[src/design/pjds_pkg.sv]
// Package for the packed jump-divstep pipeline.
// Holds the step count, field widths and the stage record passed from cell to cell.
// No dependencies.
package pjds_pkg;

  localparam int STEPS = 20;
  localparam int WORD_W = 64;
  localparam int LOW_W = 20;
  localparam int DELTA_W = 12;
  localparam int TOP_W = 22;
  localparam int MID_W = 21;

  localparam logic signed [DELTA_W-1:0] DELTA_MAX = 12'sd2047;
  localparam logic signed [DELTA_W-1:0] DELTA_MIN = -12'sd2047;

  typedef struct packed {
    logic                      valid;
    logic [WORD_W-1:0]         fuv;
    logic [WORD_W-1:0]         grs;
    logic signed [DELTA_W-1:0] delta;
  } stage_t;

endpackage

[src/design/pjds_cell.sv]
// One divstep cell: conditional swap/negate, halving add, delta update.
// Registers its result for the next cell. Depends on pjds_pkg.
module pjds_cell (
  input  logic             clk,
  input  logic             rst,
  input  pjds_pkg::stage_t din,
  output pjds_pkg::stage_t dout
);
  import pjds_pkg::*;

  logic                      odd;
  logic                      swap;
  logic [WORD_W-1:0]         fa;
  logic [WORD_W-1:0]         ga;
  logic [WORD_W-1:0]         sum;
  logic signed [DELTA_W-1:0] da;
  logic signed [DELTA_W:0]   d2;
  stage_t                    dout_next;

  always_comb begin
    odd  = din.grs[0];
    swap = odd && !din.delta[DELTA_W-1] && (din.delta != '0);
    fa   = swap ? din.grs : din.fuv;
    ga   = swap ? (~din.fuv + 64'd1) : din.grs;
    da   = swap ? -din.delta : din.delta;
    sum  = ga + (odd ? fa : '0);
    d2   = {da[DELTA_W-1], da} + 13'sd2;
    dout_next.valid = din.valid;
    dout_next.fuv   = fa;
    dout_next.grs   = {sum[WORD_W-1], sum[WORD_W-1:1]};
    if (d2 > $signed({DELTA_MAX[DELTA_W-1], DELTA_MAX})) begin
      dout_next.delta = DELTA_MAX;
    end else begin
      dout_next.delta = d2[DELTA_W-1:0];
    end
  end

  always_ff @(posedge clk) begin
    dout.fuv   <= dout_next.fuv;
    dout.grs   <= dout_next.grs;
    dout.delta <= dout_next.delta;
    if (rst) begin
      dout.valid <= 1'b0;
    end else begin
      dout.valid <= dout_next.valid;
    end
  end

endmodule

[config.mk]
export PLATFORM = sky130hd
export DESIGN_NAME = pjds_cell
export DESIGN_NICKNAME = d
export VERILOG_FILES = /design/src/design/pjds_pkg.sv /design/src/design/pjds_cell.sv
export SDC_FILE = /design/constraint.sdc
export NUM_CORES = 1
export LEC_CHECK = 0
export BUFFER_PORTS_ARGS = -buffer_cell sky130_fd_sc_hd__buf_2
export CORE_MARGIN = 4
export CORE_UTILIZATION = 53
export CTS_CLUSTER_SIZE = 25
export DETAILED_ROUTE_END_ITERATION = 8
export PLACE_DENSITY = 0.85
export SKIP_LAST_GASP = 1
export SLEW_MARGIN = 20
export SYNTH_ARGS = -nofsm -noshare
export SYNTH_HDL_FRONTEND = slang
export SYNTH_SLANG_ARGS = --single-unit
[constraint.sdc]
create_clock -name clk -period 6.7 [get_ports clk]
set_input_delay 1.675 -clock clk [delete_from_list [all_inputs] [get_ports clk]]
set_output_delay 1.675 -clock clk [all_outputs]
set_load 0.05 [all_outputs]
# Word-level counts from Yosys, hierarchy flattened
# Cells that the tools add are included.
word_totals:
  word_cells: 18
  rom_bits: 0
  ff_bits: 140
  inputBits: 143
  latch_bits: 0
  mem_count: 0
  output_inout_bits: 141
  mem_bits_rw: 0
classes:
  n_shift: 0
  eq_ne: 0
  reduce_logical: 4
  n_addsub: 4
  n_mul: 0
  muxes: 4
  bitwise: 1
  div_mod_pow: 0
  n_lt_le_gt_ge: 1
ops:
  columns: ["op", "n"]
  rows:
  - ["$mux W64", 3]
  - ["$add A64 B1 Y64 const B", 1]
  - ["$add A64 B64 Y64", 1]
  - ["$not A64 Y64", 1]
  - ["$add A12 B3 Y13 const B", 1]
  - ["$gt A13 B12 Y1 const B", 1]
  - ["$mux W12", 1]
  - ["$neg A12 Y12", 1]
  - ["$reduce_bool A12 Y1", 1]
  - ["$logic_and A1 B1 Y1", 2]
  - ["$logic_not A1 Y1", 1]

# Depth between registers and ports, before layout
# Gate-level depths: netlist of run 1.
logic_depth:
  ltp_word: 6
  ltp_mapped: 22
  mapped_depth_nobuf: 21

# Worst setup path after synthesis of run 1
# Ideal clock, no wire load.
synth_path:
  kind: "in2reg"
  from: "input din[4] (netlist bit)"
  to: "register dout[72] (netlist bit)"
  n_path_buf: 5
  cell_stages: 19
  arrival_time_ns: 5.989
  setup_ns: 0.095
  path_slack_ns: 0.616
  required_time_ns: 6.605
  cell_sequence: "clkbuf_1 > nor4b_2 > a31o_2 > clkbuf_1 > clkbuf_1 > clkbuf_1 > clkbuf_1 > nand2_1 > nand2_1 > ha_1 > nand4_1 > or4_1 > or4_1 > a21oi_1 > nor3_1 > o41ai_1 > nand2b_1 > a31oi_1 > o311ai_1"
synth_lines:
  columns: ["item", "line", "rtl"]
  rows:
  - ["start, declared", "pjds_cell.sv:6", "input pjds_pkg::stage_t din,"]
  - ["end, declared", "pjds_cell.sv:7", "output pjds_pkg::stage_t dout"]

==> impl_metrics.csv, run 1 <==
group,metric,value,unit
grt,grt_start_max_net_pins,66,
finish,final_common_cell,"nand2_1",
finish,mostFrequentLayoutCells,"333 x nand2_1, 283 x buf_2, 140 x dfxtp_1",
power_and_ir_drop,netSwitchingPower,1430,µW
logic_synthesis,synthTopCellsByArea,"dfxtp_1 28%, nand2_1 12%, ha_1 8.1%",
run_status,status,"complete, no violations",
min_path,hold_class,"input port to register",
cts,clock_sinks,140,
cts,clockBufferDepth,2,
logic_synthesis,synth_top_area_cell,"dfxtp_1",
power_and_ir_drop,power,3460,µW
finish,fill_cells,1610,
detailed_routing,dr.pass1.iters,8,
finish,insertedDiodeCount,0,
sta,period_share,95.8,%
sta,rsz0062_at_grt,"no",
floorplan,core_region_area,0.0188,mm²
power_and_ir_drop,swShare,41.4,%
logic_synthesis,synth_edf_count,0,
power_and_ir_drop,power_frac_clock,29.7,%
logic_synthesis,yosysTopAreaCellShare,27.5,%
grt,gr-usage-all-layers,30.8,%
cts,cts-root-buf,"clkbuf_16",
logic_synthesis,synthCells,1378,
place,placed_area,0.0120,mm²
power_and_ir_drop,power_leakage,0.00637,µW
power_and_ir_drop,p_int,2020,µW
logic_synthesis,avgSynthCellArea,7.39,µm²
logic_synthesis,synth_nets,1588,
setup_path,worstPathMaxFanout,6,
logic_synthesis,syn_area,0.0102,mm²
floorplan,die-height,147,µm
detailed_routing,routed_via_density,5.72,
floorplan,die_area,0.0215,mm²
finish,finish.instance_area,0.0126,mm²
place,post-dp-hpwl,26900,µm
grt,grt_remaining_overflow,0,
place,post-place-cells,1891,
detailed_routing,routedWlPerCell,17.8,µm
setup_path,cp.required,7.03,ns
setup_path,crit_type,"input port to register",
grt,grt_pass1_wl,54300,µm
logic_synthesis,synth.distinct_cells,73,
sta,max_freq,156,MHz
min_path,hp-start,"rst",
sta,hold_ws,1.41,ns
floorplan,placementRows,50,
sta,setup_viol,0,
finish,drive_gt1_share,23.0,%
sta,fin_crit,6.42,ns
grt,antenna_found_initial,2,
sta,slew-limit-headroom,53.9,%
finish,fin_util,67.0,%
detailed_routing,drc_errors,0,
logic_synthesis,ys_ff_latch,140,
floorplan,start_util,54.1,%
power_and_ir_drop,seqPwrFrac,29.6,%
detailed_routing,finalWirelength,34200,µm
sta,drv_slew,0,
power_and_ir_drop,p_per_area,274,mW/mm²
logic_synthesis,ys_seq_area_share,27.5,%
finish,final_cell_count_no_fill,1923,
finish,final_nets,1860,
floorplan,num_io_pins,284,
logic_synthesis,synth-async-reset-ratio,0,%
detailed_routing,vias,11000,
finish,syn_to_final_growth,23.9,%
cts,cts_tree,"built",
setup_path,end_kind,"register",
detailed_routing,ant_nets,0,
finish,largestRegisters,"dout (140)",
cts,ctsHtreeMaxLevel,4,
finish,largest_register,"dout",
cts,numCtsBuffers,17,
cts,clk_pin_slew,0.06,ns
cts,holdBufCountCts,0,
floorplan,die-width,147,µm
logic_synthesis,synth_warnings,0,
finish,largest_register_ffs,140,
place,gp_congestion,0.978,
sta,max_slew.worst_pin.slew,0.685,ns
power_and_ir_drop,comb_power_share,40.8,%
grt,grt_pass1_vias,10500,
place,port_buffers,283,
detailed_routing,first_iter_violations,881,
sta,hold_viol,0,
min_path,min_to,"dout[140]",
job,max_cap_violations,0,
min_path,min_path_cells,2,
setup_path,cp.arrival,6.75,ns
setup_path,critPathLaunchType,"input port",
logic_synthesis,synth_ff_type,"dfxtp_1",
power_and_ir_drop,peakVddDrop,190,µV
## how the worst max path moves through the flow
stage,startpoint,end,slack [ns],cells past startpoint
after CTS,din[78],dout[72],0.15,18
final,din[91],dout[72],0.28,19
after global routing,din[91],dout[72],0.007,19
after detailed placement,din[78],dout[72],-0.14,18
after floorplan,din[4],dout[72],0.62,19
after global placement,din[78],dout[72],0.09,18
## power by group through the flow
stage               registers [µW]  logic (µW)  clock network [µW]
finish                        1020        1410                1030
global placement              1040        1370                   0
global route                  1030        1490                1070
CTS                           1020        1400                1030
detailed placement            1040        1390                   0
floorplan                     1540         503                   0
## metal layers
| metal | up-vias | GRT usage (%) | share of wire [%] |
|---|---|---|---|
| met1 | 5056 | 39.0 | 41 |
| met4 | 4 | 10.8 | 3.1 |
| met5 | - | 0 | 0.067 |
| met3 | 84 | 7.05 | 8.8 |
| met2 | 535 | 51.4 | 47 |
| li1 | 5317 | - | - |
## cell usage after synthesis (6+ instances only)
cell      count
xor2_1       70
and3_1       15
nor4_1       12
nand2_1     333
nor3_1       33
dfxtp_1     140
a21o_1       42
a31o_2        7
nor2b_1       7
o31ai_1       6
buf_2         6
o21bai_1     12
nor2_1       65
nand3_1      19
inv_1        22
o21ai_0      97
and2_1       74
a31oi_1      23
clkbuf_1     58
xnor2_1      63
a21oi_1      69
ha_1         66
or3_1        16
or4_1         6
nand2b_1     16
nand4_1      15
## critical path, cell delays in order
cell and delay (ns):
buf_2 0.13, or3_4 0.40, nand2b_1 0.21, nor2b_1 0.28, nand3_1 0.19, or3_1 0.39, nor4_1 0.26, xor2_1 0.16
o21ai_0 0.09, ha_1 0.42, nand2_1 0.09, or4_1 0.54, or4_1 0.41, a21oi_1 0.14, nor3_1 0.11, o41ai_1 0.54
nand2b_1 0.30, a31oi_1 0.16, o311ai_1 0.24
## final cells by class
type / count / area (µm²) / share of cell area, %
clock buffer: 22 / 474 / 3.76
clock inverter: 10 / 163 / 1.29
inverter: 22 / 82.6 / 0.654
multi-input combinational: 1149 / 7070 / 56.0
sequential: 140 / 2800 / 22.2
tap: 260 / 325 / 2.58
timing repair buffer: 320 / 1710 / 13.5
## stage by stage
step,setup TNS (ns),worst slack (ns)
2_1_floorplan,0,0.616
3_3_place_gp,0,0.0873
3_5_place_dp,-0.228,-0.137
4_1_cts,0,0.148
5_1_grt,0,0.00679
6_report,0,0.284
## cells by family after synthesis
kind of cell             after synthesis  synth area share (%)
multiplexers                           6                 0.626
buffers and inverters                 89                  3.46
adder cells (fa/ha/maj)               67                  8.30
AO/OA/AOI/OAI                        306                  19.0
AND/OR/NAND/NOR                      636                  29.5
XOR/XNOR                             134                  11.6
flip-flops                           140                  27.5
## timing repair
item / CTS / global route
endpoints found under the setup margin: 0 / 4
buffers inserted: 0 / 0
resized for setup: 0 / 2
Note: power is estimated with default switching activity, not from simulation.
==> run 2, diff against run 1 <==
--- a/config.mk
+++ b/config.mk
@@ -6,11 +6,13 @@
 export NUM_CORES = 1
 export LEC_CHECK = 0
 export BUFFER_PORTS_ARGS = -buffer_cell sky130_fd_sc_hd__buf_2
+export CELL_PAD_IN_SITES_DETAIL_PLACEMENT = 2
+export CELL_PAD_IN_SITES_GLOBAL_PLACEMENT = 2
 export CORE_MARGIN = 4
-export CORE_UTILIZATION = 53
+export CORE_UTILIZATION = 29
 export CTS_CLUSTER_SIZE = 25
 export DETAILED_ROUTE_END_ITERATION = 8
-export PLACE_DENSITY = 0.85
+export PLACE_DENSITY = 0.84
 export SKIP_LAST_GASP = 1
 export SLEW_MARGIN = 20
 export SYNTH_ARGS = -nofsm -noshare
==> impl_metrics.csv, run 2 (same netlist as run 1, synthesis figures left out) <==
group,metric,value,unit
cts,ctsHtreeMaxLevel,4,
finish,fin_util,37.7,%
finish,final_cell_count_no_fill,2153,
sta,hold_ws,1.37,ns
place,post-dp-hpwl,35400,µm
sta,max_freq,156,MHz
sta,fin_crit,6.40,ns
detailed_routing,routed_via_density,5.25,
place,pre_cts_ws,-0.0583,ns
floorplan,die-width,195,µm
min_path,min_path_cells,2,
detailed_routing,dr.pass1.iters,5,
finish,final_common_cell,"nand2_1",
grt,grt_start_max_net_pins,66,
min_path,hold_class,"input port to register",
power_and_ir_drop,power_leakage,0.00650,µW
detailed_routing,ant_nets,0,
setup_path,cp.required,7.05,ns
sta,max_slew.worst_pin.slew,0.723,ns
cts,holdBufCountCts,0,
detailed_routing,finalWirelength,45200,µm
finish,fill_cells,4108,
sta,period_share,95.6,%
place,post-place-cells,2117,
finish,largest_register_ffs,140,
power_and_ir_drop,power,3490,µW
finish,mostFrequentLayoutCells,"333 x nand2_1, 283 x buf_2, 140 x dfxtp_1",
detailed_routing,drc_errors,0,
place,gp_congestion,0.891,
setup_path,worstPathMaxFanout,5,
sta,hold_viol,0,
min_path,hp-start,"rst",
finish,syn_to_final_growth,28.1,%
power_and_ir_drop,p_per_area,267,mW/mm²
cts,numCtsBuffers,17,
power_and_ir_drop,peakVddDrop,193,µV
detailed_routing,first_iter_violations,527,
run_status,status,"complete, no violations",
finish,final_nets,1891,
grt,grt_remaining_overflow,0,
setup_path,end_kind,"register",
detailed_routing,routedWlPerCell,21.0,µm
sta,rsz0062_at_grt,"no",
sta,setup_viol,0,
floorplan,num_io_pins,284,
cts,clock_sinks,140,
floorplan,die-height,195,µm
detailed_routing,vias,11300,
finish,largestRegisters,"dout (140)",
setup_path,cp.arrival,6.76,ns
grt,antenna_found_initial,6,
grt,gr-usage-all-layers,23.1,%
setup_path,cp-startpoint,"din[93]",
grt,grt_pass1_vias,12600,
sta,slew-limit-headroom,51.5,%
setup_path,crit_type,"input port to register",
setup_path,critPathLaunchType,"input port",
place,port_buffers,283,
cts,clockBufferDepth,2,
grt,grt_pass1_wl,71000,µm
cts,cts_tree,"built",
finish,drive_gt1_share,24.3,%
sta,timing.final.ws_setup,0.296,ns
floorplan,placementRows,68,
floorplan,core_region_area,0.0346,mm²
min_path,min_to,"dout[140]",
floorplan,die_area,0.0382,mm²
floorplan,start_util,29.4,%
finish,largest_register,"dout",
cts,clk_pin_slew,0.06,ns
sta,drv_slew,0,
cts,cts-root-buf,"clkbuf_16",
job,max_cap_violations,0,
-- run 2: cell types whose count changed in the layout (fill, tap and decap cells not counted), sizes merged --
| cell | previous run | this run |
|---|---|---|
| bufinv | 4 | 2 |
| inv | 22 | 23 |
| buf | 320 | 351 |
| clkinvlp | 2 | 4 |
| clkbuf | 22 | 20 |
| diode | 0 | 5 |
-- run 2: routing by layer --
| metal | vias to the layer above | global-route usage, % | wire, µm |
|---|---|---|---|
| met4 | 4 | 7.81 | 1200 |
| met5 | - | 0 | 34 |
| met1 | 5582 | 28.0 | 19400 |
| met2 | 263 | 41.3 | 22800 |
| met3 | 68 | 3.97 | 1810 |
| li1 | 5378 | - | - |
-- run 2: how the worst max path moves through the flow --
stage,end,slack [ns]
floorplan,dout[72],0.62
global placement,dout[72],0.16
detailed placement,dout[72],-0.06
CTS,dout[72],0.23
global route,dout[72],0.12
finish,dout[72],0.30
-- run 2: report_power, final --
| part | switching [µW] | internal (µW) | total (µW) |
|---|---|---|---|
| logic | 1060 | 414 | 1470 |
| clock network | 420 | 564 | 984 |
| registers | 56.4 | 977 | 1030 |
-- run 2: per-stage QoR --
stage,cell area [µm²],TNS (ns)
final,13100,0
after global routing,13100,0
after CTS,13000,0
after detailed placement,12500,-0.0622
after global placement,12500,0
after floorplan,10200,0
-- run 2: timing repair --
| action | 4_1_cts | 5_1_grt |
|---|---|---|
| setup endpoints to repair | 0 | 1 |
| resized for setup | 0 | 1 |
| buffers inserted | 0 | 0 |
| hold endpoints to repair | 0 | 0 |
-- run 2: worst max-delay path: stages --
cell and delay [ns]:
buf_2 0.12, or3_4 0.41, nand2b_1 0.22, nor2b_2 0.25
nand3_1 0.17, or3_1 0.39, buf_4 0.17, nor2_1 0.17
xor2_1 0.18, o21ai_0 0.12, ha_1 0.32, nand4_1 0.20
or4_1 0.51, or4_1 0.42, a21oi_1 0.17, nor3_1 0.12
o41ai_1 0.38, buf_4 0.18, nand2b_1 0.17, a31oi_1 0.16
o311ai_1 0.24
-- run 2: final cells by class --
cell class              count  area, µm²  area share, %
clock buffers              20        457           3.50
multi-input cells        1149       7060           54.1
inverters                  22       82.6          0.633
flip-flops and latches    140       2800           21.5
clock inverters            11        119          0.910
well taps                 455        569           4.36
repair buffers            351       1950           15.0
diodes                      5       12.5         0.0958
==> run 3, diff against run 2 <==
--- a/config.mk
+++ b/config.mk
@@ -5,7 +5,9 @@
 export SDC_FILE = /design/constraint.sdc
 export NUM_CORES = 1
 export LEC_CHECK = 0
+export ABC_CLOCK_PERIOD_IN_PS = 6700
 export BUFFER_PORTS_ARGS = -buffer_cell sky130_fd_sc_hd__buf_2
+export CAP_MARGIN = 25
 export CELL_PAD_IN_SITES_DETAIL_PLACEMENT = 2
 export CELL_PAD_IN_SITES_GLOBAL_PLACEMENT = 2
 export CORE_MARGIN = 4
==> constraint.sdc (replaced) <==
create_clock -name clk -period 6.7 [get_ports clk]
set_input_delay 0.67 -clock clk [delete_from_list [all_inputs] [get_ports clk]]
set_output_delay 0.67 -clock clk [all_outputs]
set_load 0.05 [all_outputs]
==> impl_metrics.csv, run 3 (same netlist as run 1, synthesis figures left out) <==
group,metric,value,unit
place,placed_area,0.0120,mm²
detailed_routing,ant_nets,0,
setup_path,critPathLaunchType,"input port",
grt,grt_pass1_vias,12200,
cts,cts_resized,0,
floorplan,die_area,0.0382,mm²
floorplan,num_io_pins,284,
power_and_ir_drop,peakVddDrop,194,µV
detailed_routing,routedWlPerCell,21.0,µm
setup_path,end_kind,"register",
sta,period_share,89.3,%
finish,final_cell_count_no_fill,2100,
finish,drive_gt1_share,21.7,%
detailed_routing,routed_via_density,5.26,
grt,grt_pass1_wl,68400,µm
floorplan,core_region_area,0.0346,mm²
setup_path,crit_type,"input port to register",
sta,slew-limit-headroom,40.7,%
finish,final_nets,1835,
place,gp_congestion,0.881,
finish,largestRegisters,"dout (140)",
sta,fin_crit,5.98,ns
setup_path,cp.required,7.05,ns
finish,finish.instance_area,0.0127,mm²
cts,holdBufCountCts,0,
place,port_buffers,283,
floorplan,die-width,195,µm
cts,cts-root-buf,"clkbuf_16",
grt,grt_start_max_net_pins,99,
setup_path,critical_path_buf_inv_count,1,
sta,setup_viol,0,
cts,cts_tree,"built",
setup_path,worstPathMaxFanout,7,
detailed_routing,vias,11000,
min_path,min_path_cells,2,
finish,syn_to_final_growth,24.4,%
floorplan,die-height,195,µm
min_path,hp-start,"rst",
setup_path,crit_slowest_cell,"o41ai_1",
setup_path,crit_family,"simple AND/OR/NAND/NOR gates",
detailed_routing,drc_errors,0,
cts,post-cts-setup-buffers,0,
setup_path,cp.arrival,6.34,ns
sta,hold_viol,0,
setup_path,max_stage_delay,0.62,ns
finish,fill_cells,4160,
cts,ctsHtreeMaxLevel,4,
place,post-place-cells,2061,
power_and_ir_drop,power,3510,µW
place,post-dp-hpwl,34700,µm
finish,mostFrequentLayoutCells,"333 x nand2_1, 283 x buf_2, 140 x dfxtp_1",
sta,max_freq,167,MHz
sta,drv_slew,0,
cts,numCtsBuffers,17,
min_path,hold_class,"input port to register",
finish,largest_register,"dout",
sta,rsz0062_at_grt,"no",
floorplan,placementRows,68,
setup_path,cp.depth,19,
job,max_cap_violations,0,
finish,largest_register_ffs,140,
sta,finalSetupTns,0,ns
grt,gr-usage-all-layers,22.4,%
detailed_routing,first_iter_violations,419,
grt,antenna_found_initial,9,
power_and_ir_drop,power_leakage,0.00624,µW
min_path,min_to,"dout[140]",
finish,final_common_cell,"nand2_1",
cts,clock_sinks,140,
cts,clockBufferDepth,2,
run_status,status,"complete, no violations",
cts,clk_pin_slew,0.06,ns
sta,max_slew.worst_pin.slew,0.882,ns
detailed_routing,finalWirelength,44000,µm
grt,grt_remaining_overflow,0,
detailed_routing,dr.pass1.iters,4,
power_and_ir_drop,p_per_area,277,mW/mm²
setup_path,cp_cell_sequence,"buf_2 -> or3_4 -> nand2b_1 -> nor2b_1 -> nand3_1 -> or3_1 -> nor4_1 -> xor2_1 -> o21ai_0 -> ha_1 -> nand4_1 -> or4_1 -> or4_1 -> a21oi_1 -> nor3_1 -> o41ai_1 -> nand2b_1 -> a31oi_1 -> o311ai_1",
floorplan,start_util,29.4,%
==> run 3: per-stage QoR <==
stage          hold WS [ns]  utilization [%]  setup WS [ns]
3_5_place_dp          0.832             34.7          0.369
4_1_cts               0.343             36.5          0.741
2_1_floorplan         0.742                -           1.62
5_1_grt               0.367             36.6          0.320
3_3_place_gp          0.824             34.7          0.555
6_report              0.365             36.6          0.716
==> run 3: routing by layer <==
| layer | routed length [µm] | up-vias | GRT usage, % | share of wire, % |
|---|---|---|---|---|
| li1 | - | 5264 | - | - |
| met1 | 18500 | 5444 | 26.3 | 42 |
| met2 | 22000 | 257 | 39.3 | 50 |
| met3 | 2390 | 67 | 5.59 | 5.4 |
| met4 | 1080 | 6 | 8.22 | 2.5 |
| met5 | 36 | - | 0 | 0.082 |
==> run 3: worst max path at each step <==
stage | from | end | slack, ns
after global placement | din[89] | dout[72] | 0.56
final | din[93] | dout[72] | 0.72
after global routing | din[95] | dout[72] | 0.32
after CTS | din[93] | dout[72] | 0.74
after floorplan | din[4] | dout[72] | 1.62
after detailed placement | din[89] | dout[72] | 0.37
==> run 3: layout make-up <==
type | count | area [µm²] | area share (%)
Clock buffer | 19 | 433 | 3.42
Sequential cell | 140 | 2800 | 22.1
Clock inverter | 13 | 190 | 1.50
Multi-Input combinational cell | 1149 | 7060 | 55.7
Timing Repair Buffer | 295 | 1520 | 12.0
Inverter | 22 | 82.6 | 0.652
Tap cell | 455 | 569 | 4.49
Antenna cell | 7 | 17.5 | 0.138
==> run 3: report_power, final <==
part / switching (µW) / internal [µW] / leakage [µW]
combinational: 1050 / 383 / 0.00476
sequential: 46.1 / 976 / 0.00118
clock: 435 / 626 / 0.000291
