--- src/design/pjds_pkg.sv ---
// Package for the packed jump-divstep pipeline.
// Holds the step count, field widths and the stage record passed from cell to cell.
// No dependencies.
package pjds_pkg;

  localparam int STEPS = 20;
  localparam int WORD_W = 64;
  localparam int LOW_W = 20;
  localparam int DELTA_W = 12;
  localparam int TOP_W = 22;
  localparam int MID_W = 21;

  localparam logic signed [DELTA_W-1:0] DELTA_MAX = 12'sd2047;
  localparam logic signed [DELTA_W-1:0] DELTA_MIN = -12'sd2047;

  typedef struct packed {
    logic                      valid;
    logic [WORD_W-1:0]         fuv;
    logic [WORD_W-1:0]         grs;
    logic signed [DELTA_W-1:0] delta;
  } stage_t;

endpackage

--- src/design/pjds_unpack.sv ---
// Output stage: rounds and extracts the matrix entries from the packed words.
// Registers the result and its strobe. Depends on pjds_pkg.
module pjds_unpack (
  input  logic                              clk,
  input  logic                              rst,
  input  pjds_pkg::stage_t                  din,
  output logic                              done,
  output logic signed [pjds_pkg::DELTA_W-1:0] delta_out,
  output logic signed [pjds_pkg::TOP_W-1:0]   coef_u,
  output logic signed [pjds_pkg::MID_W-1:0]   coef_v,
  output logic signed [pjds_pkg::TOP_W-1:0]   coef_r,
  output logic signed [pjds_pkg::MID_W-1:0]   coef_s
);
  import pjds_pkg::*;

  logic [WORD_W-1:0] f_rnd;
  logic [WORD_W-1:0] g_rnd;
  logic [WORD_W-1:0] f_top;
  logic [WORD_W-1:0] g_top;

  always_comb begin
    f_rnd = din.fuv + (64'd1 << 20);
    g_rnd = din.grs + (64'd1 << 20);
    f_top = f_rnd + (64'd1 << 41);
    g_top = g_rnd + (64'd1 << 41);
  end

  always_ff @(posedge clk) begin
    delta_out <= din.delta;
    coef_u    <= f_top[63:42];
    coef_v    <= f_rnd[41:21];
    coef_r    <= g_top[63:42];
    coef_s    <= g_rnd[41:21];
    if (rst) begin
      done <= 1'b0;
    end else begin
      done <= din.valid;
    end
  end

endmodule

--- config.mk ---
export PLATFORM = sky130hd
export DESIGN_NAME = pjds_unpack
export DESIGN_NICKNAME = d
export VERILOG_FILES = /design/src/design/pjds_pkg.sv /design/src/design/pjds_unpack.sv
export SDC_FILE = /design/constraint.sdc
export NUM_CORES = 1
export LEC_CHECK = 0
export ABC_AREA = 1
export BUFFER_PORTS_ARGS = -buffer_cell sky130_fd_sc_hd__buf_2
export CORE_ASPECT_RATIO = 1.4
export CORE_MARGIN = 2
export CORE_UTILIZATION = 50
export CTS_BUF_LIST = sky130_fd_sc_hd__clkbuf_8
export CTS_CLUSTER_SIZE = 30
export DETAILED_ROUTE_END_ITERATION = 12
export PLACE_DENSITY = 0.88
export SYNTH_ARGS = -nofsm -noshare
export SYNTH_HDL_FRONTEND = slang
export SYNTH_SLANG_ARGS = --single-unit
--- constraint.sdc ---
create_clock -name clk -period 2.24 [get_ports clk]
set_input_delay 0.224 -clock clk [delete_from_list [all_inputs] [get_ports clk]]
set_output_delay 0.224 -clock clk [all_outputs]
set_load 0.005 [all_outputs]
# Word-level counts from Yosys, hierarchy flattened
# Cells that the tools add are included.
[word_totals]
regBits = 99
output_inout_bits = 99
word_cells = 10
input_bits = 143
[op_classes]
add_sub_neg = 4
[op_table]
columns = ["op", "count"]
rows = [
  ["64-bit by 21-bit adder with 64-bit output, second input constant", 2],
  ["64-bit by 42-bit adder with 64-bit output, second input constant", 2],
]

# Logic depth before layout (Yosys ltp)
# Gate-level depths: netlist of run 1.
[logic_depth]
ltp_word = 2
depth_mapped = 17
ltp_nobuf = 17

# Least setup slack after synthesis of run 1
# No wires, ideal clock.
[synth_timing]
path_kind = "input to register"
start = "in din[38] in the netlist's numbering"
end = "reg coef_r[13] in the netlist's numbering"
cell_stages = 12
t_arrival_ns = 1.970
required_time_ns = 2.120
setup_time_ns = 0.120
path_slack_ns = 0.149
path_cell_list = "nand2_1 nor2_1 nand2_1 nor3_4 xor2_2 ha_1 nand3_2 nor2_4 nand2_4 nor2_4 nand2_2 xor2_1"
[synth_via]
elab_chain_len = 2
[synth_rtl]
columns = ["item", "line", "source"]
rows = [
  ["start, declared", "pjds_unpack.sv:6", "input pjds_pkg::stage_t din,"],
  ["64-bit by 21-bit adder with 64-bit output", "pjds_unpack.sv:23", "g_rnd = din.grs + (64'd1 << 20);"],
  ["net g_rnd[41]", "pjds_unpack.sv:17", "logic [WORD_W-1:0] g_rnd;"],
  ["64-bit by 42-bit adder with 64-bit output", "pjds_unpack.sv:25", "g_top = g_rnd + (64'd1 << 41);"],
  ["net g_top[55]", "pjds_unpack.sv:19", "logic [WORD_W-1:0] g_top;"],
  ["end signal, assigned", "pjds_unpack.sv:32", "coef_r <= g_top[63:42];"],
  ["end, declared", "pjds_unpack.sv:11", "output logic signed [pjds_pkg::TOP_W-1:0] coef_r,"],
]
# The timed path passes the listed nets, and every way through them passes these cells.
# A chain may end at the register's enable or synchronous reset.

# Worst setup path after layout of run 1
[layout_timing]
start = "in din[96] in the netlist's numbering"
end = "reg coef_u[13] in the netlist's numbering"
[layout_via]
elab_chain_len = 2
[layout_rtl]
columns = ["item", "line", "source"]
rows = [
  ["64-bit by 21-bit adder with 64-bit output", "pjds_unpack.sv:22", "f_rnd = din.fuv + (64'd1 << 20);"],
  ["64-bit by 42-bit adder with 64-bit output", "pjds_unpack.sv:24", "f_top = f_rnd + (64'd1 << 41);"],
  ["net f_top[55]", "pjds_unpack.sv:18", "logic [WORD_W-1:0] f_top;"],
  ["end signal, assigned", "pjds_unpack.sv:30", "coef_u <= f_top[63:42];"],
  ["end, declared", "pjds_unpack.sv:9", "output logic signed [pjds_pkg::TOP_W-1:0] coef_u,"],
]
# The timed path passes the listed nets, and every way through them passes these cells.

==> flow_metrics.py, run 1 <==
metrics = {
    "timing": {
        "setup_violations": 0,
        "maxSlewViolCount": 0,
        "layout_min_cycle_time_ns": 1.87,
        "fin_crit_sh_pct": 83.3,
        "fmax_mhz": 536,
        "tightest_slew_ns": 0.389,
        "final-hold-violation-count": 0,
        "relSlewSlack_pct": 74.0,
        "holdWs_ns": 0.0424,
        "rsz0062_at_grt": "no",
        "fin_ws_ns": 0.373,
    },
    "synthesis": {
        "synth_nets": 1133,
        "syn_inst": 986,
        "yosysSeqAreaShare_pct": 31.6,
        "yosysWarnings": 0,
        "yosysUniqueCellTypes": 25,
        "syn_area_per_cell_um2": 6.37,
        "synth_area_mm2": 0.00628,
        "synth-seq-cells": 99,
    },
    "route": {
        "wl_per_cell_um": 14.4,
        "num_vias": 7146,
        "drc_errors": 0,
        "vias_per_cell": 5.16,
        "drt_first_iter_violations": 232,
        "drtAntennaViolNets": 0,
        "wl_mm": 20.0,
        "dr.pass1.iters": 5,
    },
    "grt": {
        "grt_pass1_wl_mm": 31.1,
        "grt_antenna_before_repair": 0,
        "grt.overflow.total": 0,
        "grt_usage_pct": 29.3,
        "grt_max_degree": 21,
        "grt_pass1_vias": 6769,
    },
    "floorplanning": {
        "row_count": 48,
        "dieArea_mm2": 0.0135,
        "core_mm2": 0.0123,
        "die_w_um": 98.7,
        "io_pins": 242,
        "initial_utilization_pct": 51.0,
        "chipHeight_um": 137,
    },
    "finish": {
        "final_util_pct": 64.4,
        "multi_input_area_mm2": 0.00390,
        "final_common_cell": "nand2_1",
        "antennaDiodeCount": 0,
        "fill_cells": 1160,
        "register_area_mm2": 0.00198,
        "layout_common_cells": "345 x nand2_1, 201 x buf_2, 166 x nor2_1",
        "nets": 1376,
        "area_growth_pct": 26.4,
        "design_area_mm2": 0.00793,
        "stdcell_count": 1384,
        "drive_above_1_share_pct": 26.6,
    },
    "place": {
        "port_buffers": 201,
        "place_ws_ns": -0.0328,
        "gp_congestion": 0.984,
        "placed_cell_area_mm2": 0.00760,
        "dp.cells": 1355,
        "place_hpwl_mm": 16.8,
    },
    "worst_setup_path": {
        "critical_path_required_ns": 2.53,
        "cp.arrival_ns": 2.15,
        "startpoint": "din[96]",
        "cp-end-kind": "register",
        "critical_path.endpoint": "coef_u[13]",
        "cp-start-kind": "primary input",
        "crit_path_max_fanout": 5,
        "critical_path_class": "in2reg",
    },
    "clock_network": {
        "clkSlewWorstSetupHoldPaths_ns": 0.12,
        "post_cts_buffers": 0,
        "htree_levels": 3,
        "cts_max_path_buffers": 2,
        "cts-resized-gates": 0,
        "cts_made_buffers": 9,
        "cts-root-buf": "clkbuf_8",
        "cts.sinks": 99,
        "ctsHoldBuffers": 13,
        "cts_tree": "built",
    },
    "run": {
        "drv_cap": 0,
    },
    "run_status": {
        "status": "complete, no violations",
    },
    "pwr": {
        "vdd_drop_max_uv": 406,
        "leakagePower_uw": 0.00393,
        "p_per_area_mw_per_mm2": 478,
    },
    "hold_path": {
        "hold_class": "in2reg",
    },
}
## synthesized netlist by cell type
cell type | instances | share of area (%)
o21ai_0 | 1 | 0.080
o21bai_1 | 1 | 0.12
nand3_2 | 5 | 0.80
nand3_1 | 74 | 5.9
nor3_1 | 1 | 0.080
nand2_4 | 6 | 1.1
nor2_4 | 18 | 3.2
nor2_8 | 1 | 0.32
nor2_2 | 35 | 3.5
ha_1 | 4 | 0.80
buf_6 | 1 | 0.18
xnor2_1 | 25 | 3.5
dfxtp_1 | 99 | 32
nor3b_1 | 1 | 0.12
nand2_2 | 21 | 2.1
and2_1 | 2 | 0.20
inv_1 | 98 | 5.9
nor3_4 | 1 | 0.26
nand3b_1 | 1 | 0.12
nand4_1 | 33 | 3.3
inv_2 | 4 | 0.24
xor2_1 | 42 | 5.9
xor2_2 | 1 | 0.26
nand2_1 | 345 | 21
nor2_1 | 166 | 9.9
## worst max-delay path: stages
cell and delay, ns:
buf_2 0.11, ha_1 0.24, inv_1 0.11, nor2_4 0.20, nand3_2 0.14, nor2_2 0.27, nand2_1 0.09, nand2_1 0.08
nand2_2 0.09, nor2_2 0.15, nand2_1 0.10, nor2_2 0.14, nand2_1 0.08, xor2_1 0.14
## report_power, final
group / internal [uW] / switching, uW
combinational: 285 / 431
clock: 443 / 739
sequential: 1870 / 25.0
## flip-flops by register name, summed over array words and instances (netlist names)
signal / count
coef_u: 22
coef_r: 22
coef_v: 21
done: 1
coef_s: 21
delta_out: 12
## cells by family (layout without fill, tap and decap cells)
logic type      after synthesis  in the layout  synth area share (%)
xor+xnor                     68             68                  9.61
flops                        99             99                  31.6
fa+ha+maj                     4              4                 0.797
buf+inv                     103            351                  6.28
compound gates                2              2                 0.199
simple gates                710            710                  51.5
## final cells by class
cell class / count / share of cell area (%)
Clock buffer: 9 / 1.56
Clock inverter: 7 / 0.978
Inverter: 102 / 4.83
Multi-Input combinational cell: 784 / 49.2
Sequential cell: 99 / 25.0
Tap cell: 150 / 2.37
Timing Repair Buffer: 233 / 16.1
## how the worst min path moves through the flow
stage	startpoint	endpoint	slack, ns	cells after the start
final	din[50]	coef_s[17]	0.04	2
after global routing	din[101]	coef_v[4]	0.04	2
after CTS	din[49]	coef_s[16]	0.03	2
after detailed placement	din[4]	delta_out[4]	0.33	1
after global placement	din[1]	delta_out[1]	0.33	1
after floorplan	din[0]	delta_out[0]	0.25	0
## stage by stage
| stage | power, uW | setup TNS [ns] |
|---|---|---|
| floorplan | 2260 | 0 |
| global placement | 2610 | 0 |
| detailed placement | 2620 | -0.0328 |
| CTS | 3810 | 0 |
| global route | 3940 | 0 |
| finish | 3790 | 0 |
## per-layer routing
metal	routed length [um]	global-route usage [%]
met3	1350	5.16
met4	1440	21.3
met5	0	0
met2	10500	56.1
met1	6650	27.5
Note: power is estimated with default switching activity, not from simulation.
==> inputs of run 2 (changes only) <==
--- a/config.mk
+++ b/config.mk
@@ -9,11 +9,11 @@
 export BUFFER_PORTS_ARGS = -buffer_cell sky130_fd_sc_hd__buf_2
 export CORE_ASPECT_RATIO = 1.4
 export CORE_MARGIN = 2
-export CORE_UTILIZATION = 50
+export CORE_UTILIZATION = 46
 export CTS_BUF_LIST = sky130_fd_sc_hd__clkbuf_8
 export CTS_CLUSTER_SIZE = 30
 export DETAILED_ROUTE_END_ITERATION = 12
-export PLACE_DENSITY = 0.88
+export PLACE_DENSITY = 0.85
 export SYNTH_ARGS = -nofsm -noshare
 export SYNTH_HDL_FRONTEND = slang
 export SYNTH_SLANG_ARGS = --single-unit
==> constraint.sdc (replaced) <==
create_clock -name clk -period 1.6 [get_ports clk]
set_input_delay 0.16 -clock clk [delete_from_list [all_inputs] [get_ports clk]]
set_output_delay 0.16 -clock clk [all_outputs]
set_load 0.005 [all_outputs]
==> run 2 against run 1 <==
The run now ends with setup timing left. Combinational power up 140%. Flip-flop and latch count unchanged. Largest cell class unchanged. Largest power group unchanged. Sequential share of layout area down 7.2 points. Via count rose by 27%. Critical path depth increased by 2. Clock power up 46%. Non-clock buffer count is 262 higher.
==> flow_metrics.py, run 2 (same netlist as run 1, synthesis figures left out) <==
metrics = {
    "run_status": {
        "violations": "setup timing",
        "status": "complete, but fails checks",
    },
    "route": {
        "dr.pass1.iters": 6,
        "drtAntennaViolNets": 0,
        "vias_per_cell": 5.42,
        "wl_mm": 31.6,
        "wl_per_cell_um": 18.8,
        "drt_first_iter_violations": 774,
        "drc_errors": 0,
        "num_vias": 9101,
    },
    "timing": {
        "fin_ws_ns": -0.143,
        "relSlewSlack_pct": 77.3,
        "rsz0062_at_grt": "yes",
        "layout_min_cycle_time_ns": 1.74,
        "final-hold-violation-count": 0,
        "setup_violations": 18,
        "fmax_mhz": 574,
        "fin_crit_sh_pct": 109,
        "maxSlewViolCount": 0,
        "tightest_slew_ns": 0.338,
    },
    "worst_setup_path": {
        "cp_num_buf_inv": 3,
        "cp-start-kind": "primary input",
        "path_cells": "buf_8 -> nand2_4 -> buf_4 -> nor2_4 -> nand2_2 -> nor2_1 -> nand3_1 -> nand2_2 -> nand2_2 -> buf_4 -> nor2_1 -> nand2_1 -> nor2_2 -> nand2_1 -> nand3_1 -> nand2_1",
        "critPathSlowestCell": "nor2_1",
        "crit_path_max_fanout": 3,
        "cp-end-kind": "register",
        "crit_family": "simple AND/OR/NAND/NOR gates",
        "critical_path_required_ns": 1.90,
        "critical_path_class": "in2reg",
        "slowest_delay_ns": 0.19,
        "cp.arrival_ns": 2.05,
    },
    "grt": {
        "grt_max_degree": 21,
        "grt_pass1_wl_mm": 38.8,
        "grt_pass1_vias": 8242,
        "grt_antenna_before_repair": 0,
        "grt_usage_pct": 34.6,
        "grt.overflow.total": 0,
    },
    "finish": {
        "nets": 1638,
        "area_growth_pct": 77.9,
        "antennaDiodeCount": 0,
        "multi_input_area_mm2": 0.00480,
        "design_area_mm2": 0.0112,
        "final_common_cell": "buf_4",
        "fill_cells": 794,
        "drive_above_1_share_pct": 49.8,
        "top_regs": "coef_r (22), coef_u (22)",
        "layout_common_cells": "285 x buf_4, 270 x nand2_1, 157 x buf_2",
        "final_util_pct": 83.8,
        "stdcell_count": 1678,
        "register_area_mm2": 0.00198,
    },
    "place": {
        "placed_cell_area_mm2": 0.00952,
        "port_buffers": 201,
        "gp_congestion": 1.04,
        "dp.cells": 1617,
        "place_hpwl_mm": 21.0,
    },
    "pwr": {
        "vdd_drop_max_uv": 466,
        "p_per_area_mw_per_mm2": 549,
        "leakagePower_uw": 0.00560,
        "p_total_uw": 6130,
    },
    "clock_network": {
        "clkSlewWorstSetupHoldPaths_ns": 0.13,
        "cts-root-buf": "clkbuf_8",
        "cts_tree": "built",
        "cts_made_buffers": 9,
        "cts.sinks": 99,
        "cts_max_path_buffers": 2,
        "htree_levels": 3,
    },
    "floorplanning": {
        "die_w_um": 103,
        "chipHeight_um": 142,
        "initial_utilization_pct": 47.1,
        "row_count": 50,
        "io_pins": 242,
        "core_mm2": 0.0133,
        "dieArea_mm2": 0.0146,
    },
    "hold_path": {
        "holdPathStages": 3,
        "whs_endpoint": "coef_v[11]",
        "hold_class": "in2reg",
        "min-delay-start": "din[108]",
    },
    "run": {
        "drv_cap": 0,
    },
}
## run 2: cell types whose count changed in the layout (fill, tap and decap cells not counted), sizes merged
cell         before  now
clkinv            2    3
clkbuf            9   11
buf             220  474
dlygate4sd3      13   19
clkinvlp          1    0
## run 2: worst min-delay path, stage by stage
cell,delay [ns]
buf_8,0.09
buf_4,0.10
xor2_1,0.05
## run 2: final cells by class
type / count / area share (%)
clock inverter: 7 / 0.706
clock buffer: 9 / 1.11
timing repair buffer: 495 / 31.9
sequential: 99 / 17.8
inverter: 102 / 3.47
tap: 182 / 2.04
multi-input combinational: 784 / 43.0
## run 2: report_power, final
part | total, uW | switching [uW] | internal (uW)
clock | 1720 | 1100 | 623
combinational | 1740 | 941 | 799
sequential | 2670 | 49.5 | 2620
total | 6130 | 2090 | 4040
## run 2: per-stage QoR
| stage | hold slack [ns] | worst slack (ns) | setup TNS [ns] |
|---|---|---|---|
| global placement | 0.262 | -0.489 | -14.62 |
| detailed placement | 0.264 | -0.574 | -17.63 |
| finish | 0.0220 | -0.143 | -1.38 |
| CTS | 0.0262 | 0.000421 | 0 |
| global route | 0.0178 | -0.416 | -3.29 |
| floorplan | 0.188 | -0.400 | -3.41 |
## run 2: how the worst max path moves through the flow
stage          slack (ns)  cells past startpoint         end    start
2_1_floorplan       -0.40                     12  coef_r[13]  din[33]
3_3_place_gp        -0.49                     16  coef_r[15]  din[40]
3_5_place_dp        -0.57                     16  coef_r[15]  din[40]
4_1_cts            0.0004                     16  coef_r[15]  din[38]
5_1_grt             -0.42                     14  coef_r[18]  din[62]
6_report            -0.14                     16  coef_r[15]  din[39]
## run 2: routing by layer
metal	track usage (%)	routed length [um]	vias up
met5	0	0	-
met4	21.0	3410	0
met3	6.78	2930	292
met2	66.6	15700	672
met1	32.2	9560	4079
li1	-	-	4058
## run 2: repair_timing
| action | in CTS | in global routing |
|---|---|---|
| hold buffers | 16 | 3 |
| setup endpoints to repair | 29 | 35 |
| setup buffers | 4 | 22 |
| hold endpoints to repair | 15 | 3 |
| pin swaps | 14 | 80 |
| resized for setup | 38 | 296 |
==> inputs of run 3 (changes only) <==
--- a/config.mk
+++ b/config.mk
@@ -13,6 +13,7 @@
 export CTS_BUF_LIST = sky130_fd_sc_hd__clkbuf_8
 export CTS_CLUSTER_SIZE = 30
 export DETAILED_ROUTE_END_ITERATION = 12
+export HOLD_SLACK_MARGIN = 0.06
 export PLACE_DENSITY = 0.85
 export SYNTH_ARGS = -nofsm -noshare
 export SYNTH_HDL_FRONTEND = slang
==> run 3 against run 2 <==
The run still ends with setup timing left. Critical path depth up 1. Count of clock-buffer cells in the layout did not move. Combinational power is essentially flat. Largest power group unchanged.
==> flow_metrics.py, run 3 (same netlist as run 1, synthesis figures left out) <==
metrics = {
    "run_status": {
        "status": "complete, but fails checks",
        "violations": "setup timing",
    },
    "route": {
        "dr.pass1.iters": 6,
        "drt_first_iter_violations": 900,
        "wl_mm": 32.6,
        "drc_errors": 0,
        "vias_per_cell": 5.48,
        "drtAntennaViolNets": 0,
        "wl_per_cell_um": 19.3,
        "num_vias": 9269,
    },
    "clock_network": {
        "clkSlewWorstSetupHoldPaths_ns": 0.13,
        "cts-root-buf": "clkbuf_8",
        "htree_levels": 3,
        "cts_tree": "built",
        "cts_max_path_buffers": 2,
        "cts.sinks": 99,
        "cts_made_buffers": 9,
    },
    "timing": {
        "fmax_mhz": 558,
        "fin_crit_sh_pct": 112,
        "maxSlewViolCount": 0,
        "relSlewSlack_pct": 67.5,
        "layout_min_cycle_time_ns": 1.79,
        "final-hold-violation-count": 0,
        "setup_violations": 29,
        "fin_ws_ns": -0.191,
        "rsz0062_at_grt": "yes",
        "fin_tns_setup_ns": -2.31,
        "tightest_slew_ns": 0.484,
    },
    "finish": {
        "top_regs": "coef_r (22), coef_u (22)",
        "nets": 1650,
        "layout_common_cells": "283 x buf_4, 269 x nand2_1, 160 x buf_2",
        "area_growth_pct": 79.2,
        "antennaDiodeCount": 0,
        "design_area_mm2": 0.0112,
        "drive_above_1_share_pct": 49.3,
        "fill_cells": 753,
        "final_common_cell": "buf_4",
    },
    "pwr": {
        "p_per_area_mw_per_mm2": 550,
        "leakagePower_uw": 0.00561,
        "vdd_drop_max_uv": 561,
    },
    "place": {
        "place_hpwl_mm": 21.0,
        "placed_cell_area_mm2": 0.00952,
        "place_ws_ns": -0.574,
        "port_buffers": 201,
        "gp_congestion": 1.04,
    },
    "grt": {
        "grt_usage_pct": 35.0,
        "grt-busiest-layer": "met2",
        "grt_max_degree": 21,
        "grt_pass1_vias": 8371,
        "met3_usage_pct": 6.93,
        "grt.overflow.total": 0,
        "grt_use_met2_pct": 66.8,
        "grt_antenna_before_repair": 0,
        "grt_pass1_wl_mm": 39.3,
        "use_met1_pct": 32.2,
    },
    "worst_setup_path": {
        "critical_path_class": "in2reg",
        "cp-start-kind": "primary input",
        "cp-end-kind": "register",
        "crit_path_max_fanout": 4,
        "critical_path_required_ns": 1.89,
        "cp.arrival_ns": 2.08,
    },
    "floorplanning": {
        "initial_utilization_pct": 47.1,
        "die_w_um": 103,
        "chipHeight_um": 142,
        "io_pins": 242,
        "dieArea_mm2": 0.0146,
        "core_mm2": 0.0133,
        "row_count": 50,
    },
    "hold_path": {
        "hold_class": "in2reg",
    },
    "run": {
        "drv_cap": 0,
    },
}
run 3: changes by cell type in the layout (fill, tap and decap cells not counted), sizes merged:
cell         delta
dlygate4sd3    +15
clkbuf          -2
buf             -1
run 3: per-stage QoR:
stage                     total power (uW)  hold WS (ns)  std cells  utilization [%]
after floorplan                       3190         0.188        986                -
after global placement                4000         0.262       1617             71.5
after detailed placement              4040         0.264       1617             71.5
after CTS                             5770        0.0626       1661             75.9
after global routing                  6420        0.0589       1690             84.4
final                                 6190        0.0590       1690             84.4
run 3: what timing repair did:
item                                    CTS  global route
hold buffers                             24            10
pin swaps                                14            77
gates cloned                              0             0
buffers inserted                          4            19
resized for setup                        38           278
endpoints found under the hold margin    23            10
endpoints found under the setup margin   29            35
run 3: worst paths after layout:
check | startpoint | endpoint | cells after the start | slack [ns]
max | din[106] | coef_u[13] | 17 | -0.19
min | din[98] | coef_v[1] | 3 | 0.06
run 3: where the power goes:
part	leakage [uW]	internal, uW	switching, uW
Combinational	0.00467	812	951
Sequential	0.000835	2620	48.9
Clock	0.000102	625	1130
Total	0.00561	4060	2130
run 3: worst max-delay path, stage by stage:
cell,delay [ns]
buf_6,0.13
nand2_8,0.07
nor2_4,0.13
nand2_2,0.11
nor2_4,0.11
nand2_1,0.08
nand2_1,0.10
nand2_2,0.14
inv_2,0.12
ha_4,0.16
nand2_4,0.05
nor2_4,0.22
nand2_4,0.09
buf_4,0.14
inv_2,0.06
nand2_1,0.06
xor2_1,0.14
run 3: per-layer routing:
metal | routed length (um) | vias up | share of wire [%]
met5 | 0 | - | 0
met4 | 3810 | 0 | 12
met3 | 3030 | 329 | 9.3
met2 | 15900 | 712 | 49
met1 | 9800 | 4144 | 30
li1 | - | 4084 | -
run 3: final cells by class:
| type | instances | area (um^2) | area share (%) |
|---|---|---|---|
| Sequential cell | 99 | 1980 | 17.6 |
| Multi-Input combinational cell | 784 | 4790 | 42.6 |
| Inverter | 102 | 388 | 3.45 |
| Tap cell | 182 | 228 | 2.02 |
| Timing Repair Buffer | 507 | 3660 | 32.5 |
| Clock inverter | 7 | 78.8 | 0.701 |
| Clock buffer | 9 | 124 | 1.10 |
